## src/rtl/srpd_pkg.sv

```systemverilog
`default_nettype none

package srpd_pkg;

    // Field widths
    localparam int unsigned BYTE_W  = 8;
    localparam int unsigned GROUP_W = 7;
    localparam int unsigned ID_W    = 7;
    localparam int unsigned CODE_W  = 5;
    localparam int unsigned VALUE_W = 28;
    localparam int unsigned IDX_W   = 3;
    localparam int unsigned GEAR_W  = 2 * GROUP_W;

    // Packet framing
    localparam logic [IDX_W-1:0] MIN_LENGTH = 3'd4;
    localparam logic [IDX_W-1:0] IDX_START  = 3'd0;
    localparam logic [IDX_W-1:0] IDX_HEADER = 3'd1;
    localparam logic [IDX_W-1:0] IDX_FIRST  = 3'd2;
    localparam logic [IDX_W-1:0] IDX_SECOND = 3'd3;

    // Reply codes
    localparam logic [CODE_W-1:0] CODE_SHORT_LO = 5'h10;
    localparam logic [CODE_W-1:0] CODE_SHORT_HI = 5'h17;
    localparam logic [CODE_W-1:0] CODE_GEAR     = 5'h18;
    localparam logic [CODE_W-1:0] CODE_SHORT_A  = 5'h19;
    localparam logic [CODE_W-1:0] CODE_SHORT_B  = 5'h1a;
    localparam logic [CODE_W-1:0] CODE_POSITION = 5'h1b;
    localparam logic [CODE_W-1:0] CODE_TORQUE   = 5'h1e;

    // Value decode kinds
    localparam logic [1:0] KIND_NONE   = 2'd0;
    localparam logic [1:0] KIND_SHORT  = 2'd1;
    localparam logic [1:0] KIND_GEAR   = 2'd2;
    localparam logic [1:0] KIND_SIGNED = 2'd3;

    typedef struct packed {
        logic [ID_W-1:0]           drive_id;
        logic [CODE_W-1:0]         reply_code;
        logic signed [VALUE_W-1:0] reply_value;
    } srpd_result_t;

    typedef struct packed {
        logic         valid;
        srpd_result_t result;
    } srpd_frm_out_t;

    function automatic logic [1:0] code_kind(input logic [CODE_W-1:0] code);
        logic [1:0] kind;
        case (code) inside
            [CODE_SHORT_LO:CODE_SHORT_HI], CODE_SHORT_A, CODE_SHORT_B: kind = KIND_SHORT;
            CODE_GEAR:                                                 kind = KIND_GEAR;
            CODE_POSITION, CODE_TORQUE:                                kind = KIND_SIGNED;
            default:                                                   kind = KIND_NONE;
        endcase
        return kind;
    endfunction

endpackage

`default_nettype wire

```

## src/rtl/srpd_byte_if.sv

```systemverilog
`default_nettype none

interface srpd_byte_if;
    logic       valid;
    logic       ready;
    logic [7:0] rx_byte;

    modport source (output valid, output rx_byte, input ready);
    modport sink (input valid, input rx_byte, output ready);
endinterface

`default_nettype wire

```

## src/rtl/srpd_reply_if.sv

```systemverilog
`default_nettype none

interface srpd_reply_if;
    logic               valid;
    logic               ready;
    logic [6:0]         drive_id;
    logic [4:0]         reply_code;
    logic signed [27:0] reply_value;

    modport source (output valid, output drive_id, output reply_code, output reply_value,
                    input ready);
    modport sink (input valid, input drive_id, input reply_code, input reply_value,
                  output ready);
endinterface

`default_nettype wire

```

## src/rtl/srpd_in_stage.sv

```systemverilog
`default_nettype none

module srpd_in_stage
    import srpd_pkg::*;
(
    input  wire logic              clk,
    input  wire logic              rst_n,
    srpd_byte_if.sink              rx,
    input  wire logic              advance,
    output logic                   byte_valid,
    output logic [BYTE_W-1:0]      byte_data
);

    logic              valid_reg;
    logic              valid_next;
    logic [BYTE_W-1:0] data_reg;
    logic              take;

    // Register is free when empty or being consumed this cycle
    assign rx.ready   = !valid_reg || advance;
    assign take       = rx.valid && rx.ready;
    assign valid_next = take ? 1'b1 : (valid_reg && !advance);

    always_ff @(posedge clk or negedge rst_n)
    begin
        if (!rst_n)
        begin
            valid_reg <= 1'b0;
        end
        else
        begin
            valid_reg <= valid_next;
        end
    end

    // Payload, no reset
    always_ff @(posedge clk)
    begin
        if (take)
        begin
            data_reg <= rx.rx_byte;
        end
    end

    assign byte_valid = valid_reg;
    assign byte_data  = data_reg;

endmodule

`default_nettype wire

```

## src/rtl/srpd_framer.sv

```systemverilog
`default_nettype none

module srpd_framer
    import srpd_pkg::*;
(
    input  wire logic              clk,
    input  wire logic              rst_n,
    input  wire logic              step,
    input  wire logic [BYTE_W-1:0] byte_data,
    output srpd_frm_out_t          frm_out
);

    logic                  in_packet_reg, in_packet_next;
    logic [IDX_W-1:0]      idx_reg, idx_next;
    logic [IDX_W-1:0]      len_reg, len_next;
    logic [ID_W-1:0]       id_reg, id_next;
    logic [CODE_W-1:0]     code_reg, code_next;
    logic [GROUP_W-1:0]    sum_reg, sum_next;
    logic [VALUE_W-1:0]    acc_reg, acc_next;
    logic [GEAR_W-1:0]     ftg_reg, ftg_next;

    logic [GROUP_W-1:0]    grp;
    logic [1:0]            kind;
    logic [IDX_W:0]        idx_plus;

    assign grp      = byte_data[GROUP_W-1:0];
    assign kind     = code_kind(code_reg);
    assign idx_plus = {1'b0, idx_reg} + {{IDX_W{1'b0}}, 1'b1};

    // Per-byte framing update
    always_comb
    begin
        in_packet_next = in_packet_reg;
        idx_next       = idx_reg;
        len_next       = len_reg;
        id_next        = id_reg;
        code_next      = code_reg;
        sum_next       = sum_reg;
        acc_next       = acc_reg;
        ftg_next       = ftg_reg;
        frm_out        = '0;

        if (!in_packet_reg)
        begin
            // hunting: bit 7 clear marks the start byte
            if (!byte_data[BYTE_W-1])
            begin
                in_packet_next = 1'b1;
                id_next        = grp;
                sum_next       = grp;
                idx_next       = IDX_HEADER;
            end
        end
        else if (idx_reg == IDX_HEADER)
        begin
            len_next  = MIN_LENGTH + {1'b0, byte_data[6:5]};
            code_next = byte_data[CODE_W-1:0];
            sum_next  = sum_reg + grp;
            idx_next  = IDX_FIRST;
        end
        else
        begin
            // first two value groups, kept for short and gear replies
            if (idx_reg == IDX_FIRST)
            begin
                ftg_next = {grp, {GROUP_W{1'b0}}};
            end
            else if (idx_reg == IDX_SECOND)
            begin
                ftg_next = {ftg_reg[GEAR_W-1:GROUP_W], grp};
            end

            if (idx_plus < {1'b0, len_reg})
            begin
                // data byte
                if (idx_reg == IDX_FIRST)
                begin
                    acc_next = {{(VALUE_W-GROUP_W){grp[GROUP_W-1]}}, grp};
                end
                else
                begin
                    acc_next = {acc_reg[VALUE_W-GROUP_W-1:0], grp};
                end
                sum_next = sum_reg + grp;
                idx_next = idx_plus[IDX_W-1:0];
            end
            else
            begin
                // checksum byte
                in_packet_next = 1'b0;
                idx_next       = IDX_START;
                if (byte_data == {1'b1, sum_reg} && kind != KIND_NONE)
                begin
                    frm_out.valid             = 1'b1;
                    frm_out.result.drive_id   = id_reg;
                    frm_out.result.reply_code = code_reg;
                    case (kind)
                        KIND_SHORT:
                            frm_out.result.reply_value =
                                {{(VALUE_W-GROUP_W){1'b0}}, ftg_next[GEAR_W-1:GROUP_W]};
                        KIND_GEAR:
                            frm_out.result.reply_value =
                                {{(VALUE_W-GEAR_W){1'b0}}, ftg_next};
                        default:
                            frm_out.result.reply_value = acc_reg;
                    endcase
                end
            end
        end
    end

    always_ff @(posedge clk or negedge rst_n)
    begin
        if (!rst_n)
        begin
            in_packet_reg <= 1'b0;
            idx_reg       <= IDX_START;
            len_reg       <= MIN_LENGTH;
            id_reg        <= '0;
            code_reg      <= '0;
            sum_reg       <= '0;
            acc_reg       <= '0;
            ftg_reg       <= '0;
        end
        else if (step)
        begin
            in_packet_reg <= in_packet_next;
            idx_reg       <= idx_next;
            len_reg       <= len_next;
            id_reg        <= id_next;
            code_reg      <= code_next;
            sum_reg       <= sum_next;
            acc_reg       <= acc_next;
            ftg_reg       <= ftg_next;
        end
    end

endmodule

`default_nettype wire

```

## src/rtl/srpd_out_stage.sv

```systemverilog
`default_nettype none

module srpd_out_stage
    import srpd_pkg::*;
(
    input  wire logic          clk,
    input  wire logic          rst_n,
    input  wire logic          load,
    input  wire srpd_frm_out_t frm_out,
    srpd_reply_if.source       reply,
    output logic               busy
);

    logic         valid_reg;
    logic         valid_next;
    srpd_result_t res_reg;

    // Slot is reloaded on every load (emptied if no result); otherwise it drains on transfer
    assign valid_next = load ? frm_out.valid : (valid_reg && !reply.ready);
    assign busy       = valid_reg && !reply.ready;

    always_ff @(posedge clk or negedge rst_n)
    begin
        if (!rst_n)
        begin
            valid_reg <= 1'b0;
        end
        else
        begin
            valid_reg <= valid_next;
        end
    end

    always_ff @(posedge clk)
    begin
        if (load && frm_out.valid)
        begin
            res_reg <= frm_out.result;
        end
    end

    assign reply.valid       = valid_reg;
    assign reply.drive_id    = res_reg.drive_id;
    assign reply.reply_code  = res_reg.reply_code;
    assign reply.reply_value = res_reg.reply_value;

endmodule

`default_nettype wire

```

## src/rtl/servo_reply_packet_deframer_core.sv

```systemverilog
// Pipeline: a transferred byte waits in the input register until the framer steps; a
//   result it completes is loaded into the result register in that step (two register stages).
// Throughput: one byte per cycle; a waiting result stalls the framer only
//   until it is transferred (input register and result register).
// Reset: rst_n asynchronous, active low; the framer returns to hunting.
`default_nettype none

module servo_reply_packet_deframer_core
    import srpd_pkg::*;
(
    input  wire logic    clk,
    input  wire logic    rst_n,
    srpd_byte_if.sink    rx,
    srpd_reply_if.source reply
);

    logic              byte_valid;
    logic [BYTE_W-1:0] byte_data;
    logic              advance;
    logic              busy;
    srpd_frm_out_t     frm_out;

    // Framer steps when a byte is held and the result slot is free
    assign advance = byte_valid && !busy;

    srpd_in_stage u_in_stage (
        .clk        (clk),
        .rst_n      (rst_n),
        .rx         (rx),
        .advance    (advance),
        .byte_valid (byte_valid),
        .byte_data  (byte_data)
    );

    srpd_framer u_framer (
        .clk       (clk),
        .rst_n     (rst_n),
        .step      (advance),
        .byte_data (byte_data),
        .frm_out   (frm_out)
    );

    srpd_out_stage u_out_stage (
        .clk     (clk),
        .rst_n   (rst_n),
        .load    (advance),
        .frm_out (frm_out),
        .reply   (reply),
        .busy    (busy)
    );

    // Checks
    a_no_overwrite: assert property (@(posedge clk) disable iff (!rst_n)
        advance |-> !(reply.valid && !reply.ready))
        else $error("result overwritten before transfer");

    a_known_code: assert property (@(posedge clk) disable iff (!rst_n)
        reply.valid |-> code_kind(reply.reply_code) != KIND_NONE)
        else $error("result with unknown reply code");

    a_short_range: assert property (@(posedge clk) disable iff (!rst_n)
        (reply.valid && code_kind(reply.reply_code) == KIND_SHORT)
            |-> reply.reply_value[VALUE_W-1:GROUP_W] == '0)
        else $error("short value wider than one group");

    a_empty_ready: assert property (@(posedge clk) disable iff (!rst_n)
        !byte_valid |-> rx.ready)
        else $error("empty input register not ready");

endmodule

`default_nettype wire

```

## src/flat_wrapper.sv

```systemverilog
// flat-port wrapper written by rule: the top's interface ports become plain ports
module servo_reply_packet_deframer_core_flat import srpd_pkg::*;
  (clk, rst_n, rx_valid, rx_rx_byte, rx_ready, reply_valid, reply_drive_id, reply_reply_code, reply_reply_value, reply_ready);
  srpd_byte_if rx_i ();
  srpd_reply_if reply_i ();
  input  wire logic clk;
  input  wire logic rst_n;
  input wire logic [$bits(rx_i.valid)-1:0] rx_valid;
  input wire logic [$bits(rx_i.rx_byte)-1:0] rx_rx_byte;
  output wire logic [$bits(rx_i.ready)-1:0] rx_ready;
  output wire logic [$bits(reply_i.valid)-1:0] reply_valid;
  output wire logic [$bits(reply_i.drive_id)-1:0] reply_drive_id;
  output wire logic [$bits(reply_i.reply_code)-1:0] reply_reply_code;
  output wire logic [$bits(reply_i.reply_value)-1:0] reply_reply_value;
  input wire logic [$bits(reply_i.ready)-1:0] reply_ready;
  assign rx_i.valid = rx_valid;
  assign rx_i.rx_byte = rx_rx_byte;
  assign rx_ready = rx_i.ready;
  assign reply_valid = reply_i.valid;
  assign reply_drive_id = reply_i.drive_id;
  assign reply_reply_code = reply_i.reply_code;
  assign reply_reply_value = reply_i.reply_value;
  assign reply_i.ready = reply_ready;
  servo_reply_packet_deframer_core u_core (.clk(clk), .rst_n(rst_n), .rx(rx_i), .reply(reply_i));
endmodule
```

## config.mk

```make
export PLATFORM = sky130hd
export DESIGN_NAME = servo_reply_packet_deframer_core_flat
export DESIGN_NICKNAME = d
export VERILOG_FILES = /design/src/rtl/srpd_pkg.sv /design/src/rtl/srpd_byte_if.sv /design/src/rtl/srpd_reply_if.sv /design/src/rtl/srpd_in_stage.sv /design/src/rtl/srpd_framer.sv /design/src/rtl/srpd_out_stage.sv /design/src/rtl/servo_reply_packet_deframer_core.sv /design/src/flat_wrapper.sv
export SDC_FILE = /design/constraint.sdc
export NUM_CORES = 1
export LEC_CHECK = 0
export BUFFER_PORTS_ARGS = -buffer_cell sky130_fd_sc_hd__buf_2
export CORE_ASPECT_RATIO = 1.25
export CORE_MARGIN = 10
export CORE_UTILIZATION = 43
export CTS_BUF_LIST = sky130_fd_sc_hd__clkbuf_8
export DETAILED_ROUTE_END_ITERATION = 12
export HOLD_SLACK_MARGIN = 0.03
export PLACE_DENSITY = 0.62
export SKIP_LAST_GASP = 1
export SLEW_MARGIN = 30
export SYNTH_ARGS = -nofsm -noshare
export SYNTH_HDL_FRONTEND = slang
export SYNTH_SLANG_ARGS = --single-unit
```

## constraint.sdc

```tcl
create_clock -name clk -period 4.9 [get_ports clk]
set_clock_uncertainty 0.2 [all_clocks]
set_input_delay 0.245 -clock clk [delete_from_list [all_inputs] [get_ports clk]]
set_output_delay 0.245 -clock clk [all_outputs]
set_load 0.05 [all_outputs]
```

### After elaboration in Yosys (flattened, before gate mapping)

Cells that the tools add are included.

| word-level totals | value |
|---|---|
| flip-flop bits (word level) | 118 |
| bits in latches | 0 |
| RAM bits | 0 |
| memory bits (read-only) | 0 |
| input port bits | 12 |
| output and inout bits | 42 |
| logic and storage cells | 84 |
| memories | 0 |

| operators by class | value |
|---|---|
| add/subtract/negate cells | 3 |
| multiply operators | 0 |
| divide/modulo/power cells | 0 |
| order comparisons | 3 |
| equal/unequal tests | 13 |
| shift-type cells | 0 |
| muxes and demuxes | 25 |
| bitwise operators | 4 |
| reductions and logical operators | 22 |

Operator list:

| cell | number |
|---|---|
| $mux W41 | 4 |
| $pmux W28 S2 | 1 |
| $mux W7 | 5 |
| $mux W28 | 1 |
| $eq A5 B5 Y1 const B | 5 |
| $mux W14 | 1 |
| $mux W3 | 4 |
| $reduce_and A3 Y1 | 4 |
| $eq A8 B8 Y1 | 1 |
| $add A7 B7 Y7 | 1 |
| $logic_and A1 B1 Y1 | 7 |
| $eq A3 B2 Y1 const B | 2 |
| $mux W1 | 6 |
| $mux W2 | 3 |
| $ge A5 B5 Y1 const B | 1 |
| $le A5 B5 Y1 const B | 1 |
| $add A3 B1 Y4 const B | 1 |
| $logic_not A1 Y1 | 4 |
| $lt A4 B3 Y1 | 1 |
| $not A1 Y1 | 4 |
| $reduce_and A4 Y1 | 1 |
| $reduce_or A4 Y1 | 1 |
| $add A3 B2 Y3 const A | 1 |
| $eq A3 B1 Y1 const B | 1 |
| other kinds (9) | 9 |

### Depth between registers and ports, before layout

| depth | value |
|---|---|
| depth after elaboration | 12 |
| depth in mapped cells | 10 |
| gate-level depth less buffers | 10 |

### By module

Synthesis repeated with hierarchy kept, for this count alone.

| second synthesis, totals | value |
|---|---|
| cell total of the unflattened synthesis | 449 |
| area total of the unflattened synthesis | 5341.4 sq um |

Modules (own cells, without submodules):

| module | times used | cells an instance | area each (sq um) | seq. area each (sq um) |
|---|---|---|---|---|
| srpd_framer | 1 | 392 | 3776.1 | 1676.6 |
| srpd_out_stage | 1 | 44 | 1257.5 | 1226.2 |
| srpd_in_stage | 1 | 12 | 294.0 | 265.3 |
| servo_reply_packet_deframer_core | 1 | 1 | 13.8 | 0.0 |

### Least setup slack after synthesis

Ideal clock, no wire load.

| timing path | value |
|---|---|
| kind | register to register |
| start | register u_core.u_framer.idx_reg[0] |
| end | register u_core.u_out_stage.res_reg (netlist bit u_core.u_out_stage.reply.drive_id[0]) (enable) |
| library setup time | 437 ps |
| arrival time | 3588 ps |
| data required time | 4263 ps |
| slack | 675 ps |
| stages on the path, launching flop included | 10 |
| buffers on the path | 1 |
| period minus slack after synthesis | 4225 ps |
| path through | dfrtp_1 -> inv_1 -> ha_1 -> inv_1 -> ha_1 -> and3b_1 -> o31ai_4 -> nand3_2 -> buf_2 -> nor2_1 |

| between the ends | value |
|---|---|
| cells in the longest elaborated chain, start to end | 6 |
| elaborated cells between the ends (all ways) | 7 |
| classes of those cells | 1 x add/sub; 1 x order compare; 1 x eq/ne; 3 x mux; 1 x reduce/logical |

Ends and longest elaborated chain:

| item | line | source |
|---|---|---|
| from (decl) | srpd_framer.sv:14 | `logic [IDX_W-1:0] idx_reg, idx_next;` |
| from (signal assigned) | srpd_framer.sv:128 | `idx_reg <= idx_next;` |
| $add A3 B1 Y4 | srpd_framer.sv:28 | `assign idx_plus = {1'b0, idx_reg} + {{IDX_W{1'b0}}, 1'b1};` |
| $lt A4 B3 Y1 | srpd_framer.sv:73 | `if (idx_plus < {1'b0, len_reg})` |
| $mux W41 | srpd_framer.sv:73 |  |
| $mux W41 (*) | srpd_framer.sv:54 | `else if (idx_reg == IDX_HEADER)` |
| $mux W41 (*) | srpd_framer.sv:43 | `if (!in_packet_reg)` |
| $logic_and A1 B1 Y1 (*) | srpd_out_stage.sv:36 | `if (load && frm_out.valid)` |
| to (signal assigned) | srpd_out_stage.sv:38 | `res_reg <= frm_out.result;` |
| to (decl) | srpd_out_stage.sv:16 | `srpd_result_t res_reg;` |

Every way passes the cells marked *; elsewhere a longest branch is shown, timed or not.
A chain may end at the register's enable or synchronous reset.

### Final worst setup path

| timing path | value |
|---|---|
| start | register u_core.u_framer.idx_reg[0] |
| end | register u_core.u_out_stage.res_reg (netlist bit u_core.u_out_stage.reply.reply_code[0]) (enable) |

Same word-level chain as after synthesis.

==> results.md <==
- Finish-stage setup viols: 0
- Critical path class: register to register
- Largest area contributor in the netlist: dfrtp_1
- Synth warn: 0
- Crit path cell chain: inv_1 > ha_1 > inv_1 > ha_1 > and3b_1 > o31ai_4 > nand3_2 > nor2_4 > buf_4
- Layout net count: 541
- Core Box Area: 0.01211 sq mm
- # Post-CTS Setup Buffers: 0
- Filler cells: ~1.1k
- Maxcap violations: 0
- Total clock buffers created by CTS: 17
- Die Y: 144.0 um
- Post-synth ARST share: 58.97%
- Worst Hold Class: primary input to register
- CTS Hold Bufs: 11
- Combinational Power Share: roughly a third
- Hold Vio Cnt, Final: 0
- Largest net degree at the start of global routing: 70
- DRC Markers: 0
- Cell Area, Synth: around 0.0053 sq mm
- Antenna cells: 0
- Max-slew violations: 0
- Mapped Cells: between 400 and 500
- Initial Utilization: between 40% and 50%
- Reg2Reg Setup Slack: about 1.2 ns
- CTS resizes: 0
- Post-synth EDFFs: 48
- Layout cell share with drive strength beyond 1: 22.50%
- Syn nets: between 400 and 500
- Core Util, Final: between 50% and 60%
- CTS tree: yes
- Seq/Total Area, Yosys: between 50% and 60%
- Pint: roughly 2400 uW
- Part of the power in registers: 41.7%
- WL final: ~12,000 um
- Startpoint Class: register
- Outcome: complete, no violations
- Clock network fraction of total power: between 20% and 30%
- Vias per cell: 5.211
- Avg WL per Cell: about 17 um
- Longest Clk Path Bufs: 2
- P per Cell Area: between 500 and 600 mW/mm^2
- Gpl congestion: 0.8245
- WP data arrival: approximately 3.6 ns
- Die Span X: 119.2 um
- Die area: 0.01715 sq mm
- WHS Path Cells: 3
- Synth top area share: 32.67%
- Largest stage delay, worst path: between 0.5 and 0.6 ns
- Leak Pwr: ~0.0025 uW
- GRT Total Usage: 14.53%
- Area growth syn-to-layout: 17.50%
- Synth unique cells: 56
- CP Data Required Time: 4.80 ns
- Net Sw Power: 1305 uW
- Maximum vdd ir drop: 227.6 uV
- Setup TNS: 0 ns
- Max Clk Rate: roughly 0.27 GHz
- RR Startpoint: u_core.u_framer.idx_reg[0]
- FF+latch area: approximately 0.0032 sq mm
- Period minus WS final: 3.652 ns
- Hold Crit Start: reply_ready
- RSZ-0062 raised after global routing: false
- Area of the multi-input gates: roughly 0.0020 sq mm
- Slew of the pin with the lowest slew margin: 0.6947 ns
- Root Buffer: clkbuf_8
- GRT Residual Overflow: 0
- Synth Area per Inst: 11.69 sq um
- Initial DRC count: approximately 200
- Slowest stage cell, crit path: nor2_4
- Switch share: a little over a third
- Yosys reg bits: 117
- Row count: 45
- Worst setup EP type: register
- Number of port buffers: between 50 and 60
- Initial antenna violation count: 0
- Top cells by area, synth: dfrtp_1, edfxtp_1, a21oi_1
- Worst Path Max Fanout: 25
- Hold Path End: u_core.u_out_stage.reply.valid
- IO Pins: 54
- Number of global-route vias before repair: roughly 3.8k
- Worst Reg2Reg Path Length in Cells: 9
- Final Cycle Share: roughly three quarters
- Vias: approximately 3.6k
- Global-route wire length before repair: ~20,000 um
- First drt pass iteration count: 4
- Main synth FF type: dfrtp_1
- Dpl hpwl: between 8000 and 9000 um
- RR Endpoint: u_core.u_out_stage.reply.reply_code[0]
- Insertion delay to the later sink of the worst-skew pair: around 0.43 ns
- Clk pin slew, worst setup/hold paths: 0.07 ns
- Max_slew headroom: 53.44%
- DRT antenna net count: 0
- Clk sink count: approximately 120
- H-tree depth: 4
## critical path, delay by kind of cell, from the launching register on
family / cells / cell delay [ns]
and+or+nand+nor: 3 / 1.22
adders and majority gates: 2 / 0.45
AOI/OAI and AO/OA: 1 / 0.41
DFF: 1 / 0.48
buffers and inverters: 3 / 0.53
## layout make-up
type / instances / share of cell area [%]
repair buffers: 69 / 6.710
flip-flops and latches: 117 / 51.02
inverters: 14 / 0.8664
well taps: 164 / 3.304
clock inverters: 14 / 2.720
clock buffers: 17 / 3.768
multi-input cells: 298 / 31.61
## worst max-delay path by stage
stage | start | end | slack (ns)
floorplan | u_core.u_framer.idx_reg[0] | u_core.u_out_stage.reply.drive_id[0] | 0.68
global placement | u_core.u_framer.idx_reg[0] | u_core.u_out_stage.reply.reply_code[0] | 1.49
detailed placement | u_core.u_framer.idx_reg[0] | u_core.u_out_stage.reply.reply_code[3] | 1.28
CTS | u_core.u_framer.idx_reg[0] | u_core.u_out_stage.reply.drive_id[1] | 1.25
global route | u_core.u_framer.idx_reg[0] | u_core.u_out_stage.reply.reply_value[1] | 1.01
finish | u_core.u_framer.idx_reg[0] | u_core.u_out_stage.reply.reply_code[0] | 1.25
## cell usage in the layout (no fill, tap or decap), types with 5 or more instances in the layout
cell / synthesis / routed
mux2i_1: 9 / 9
nand2b_1: 8 / 8
clkinv_2: 1 / 6
ha_1: 11 / 11
o21ai_0: 16 / 16
clkbuf_8: 0 / 17
a21oi_1: 57 / 57
nand2_1: 23 / 23
and2_1: 11 / 11
nor2_1: 63 / 62
mux2_2: 20 / 20
a221oi_1: 7 / 7
mux2_1: 6 / 6
nand3_1: 5 / 5
inv_1: 13 / 15
and3_1: 14 / 14
a22o_1: 7 / 7
edfxtp_1: 48 / 48
buf_2: 9 / 53
dfrtp_1: 69 / 69
dlygate4sd3_1: 0 / 11
## logic make-up after synthesis
kind of cell    after synthesis  share of synthesized area [%]
xor+xnor                      4                         0.6630
flops                       117                          59.94
mux                          35                          7.244
compound gates              109                          13.16
fa+ha+maj                    12                          2.983
simple gates                138                          12.71
buf+inv                      37                          3.290
## power by group through the flow
stage | combinational (uW) | sequential (uW) | clock (uW)
floorplan | 1010 | 1450 | 0
global placement | 1170 | 1530 | 0
detailed placement | 1210 | 1540 | 0
CTS | 1230 | 1520 | 926
global route | 1380 | 1570 | 977
finish | 1230 | 1530 | 911
## metal layers
metal | part of all wire [%] | global-route usage, % | vias to the layer above
li1 | - | - | 1751
met1 | 41 | 15.89 | 1765
met2 | 53 | 25.98 | 80
met3 | 4.7 | 4.553 | 15
met4 | 1.5 | 5.023 | 0
met5 | 0 | 0 | -
## cells in the mapped netlist (3+ instances only)
cell type,instances
a31oi_1,3
clkbuf_1,9
inv_1,13
edfxtp_1,48
a22o_1,7
nor2_1,63
mux2i_1,9
and3_1,14
o21ai_0,16
nand2_1,23
dfrtp_1,69
buf_2,9
a21oi_1,57
xnor2_1,3
a221oi_1,7
mux2_2,20
and2_1,11
nand3_1,5
nand2b_1,8
ha_1,11
mux2_1,6
## per-stage QoR
| stage | worst slack (ns) | hold WS (ns) | power [uW] | cells | area, sq um |
|---|---|---|---|---|---|
| finish | 1.248 | 0.06712 | 3668 | 693 | 6210 |
| global route | 1.014 | 0.1172 | 3920 | 693 | 6210 |
| CTS | 1.254 | 0.03334 | 3677 | 693 | 6198 |
| detailed placement | 1.283 | 0.2231 | 2749 | 651 | 5685 |
| global placement | 1.490 | 0.2231 | 2701 | 651 | 5680 |
| floorplan | 0.6752 | -0.2506 | 2461 | 452 | 5285 |
Power figures use the tool's default switching activity.
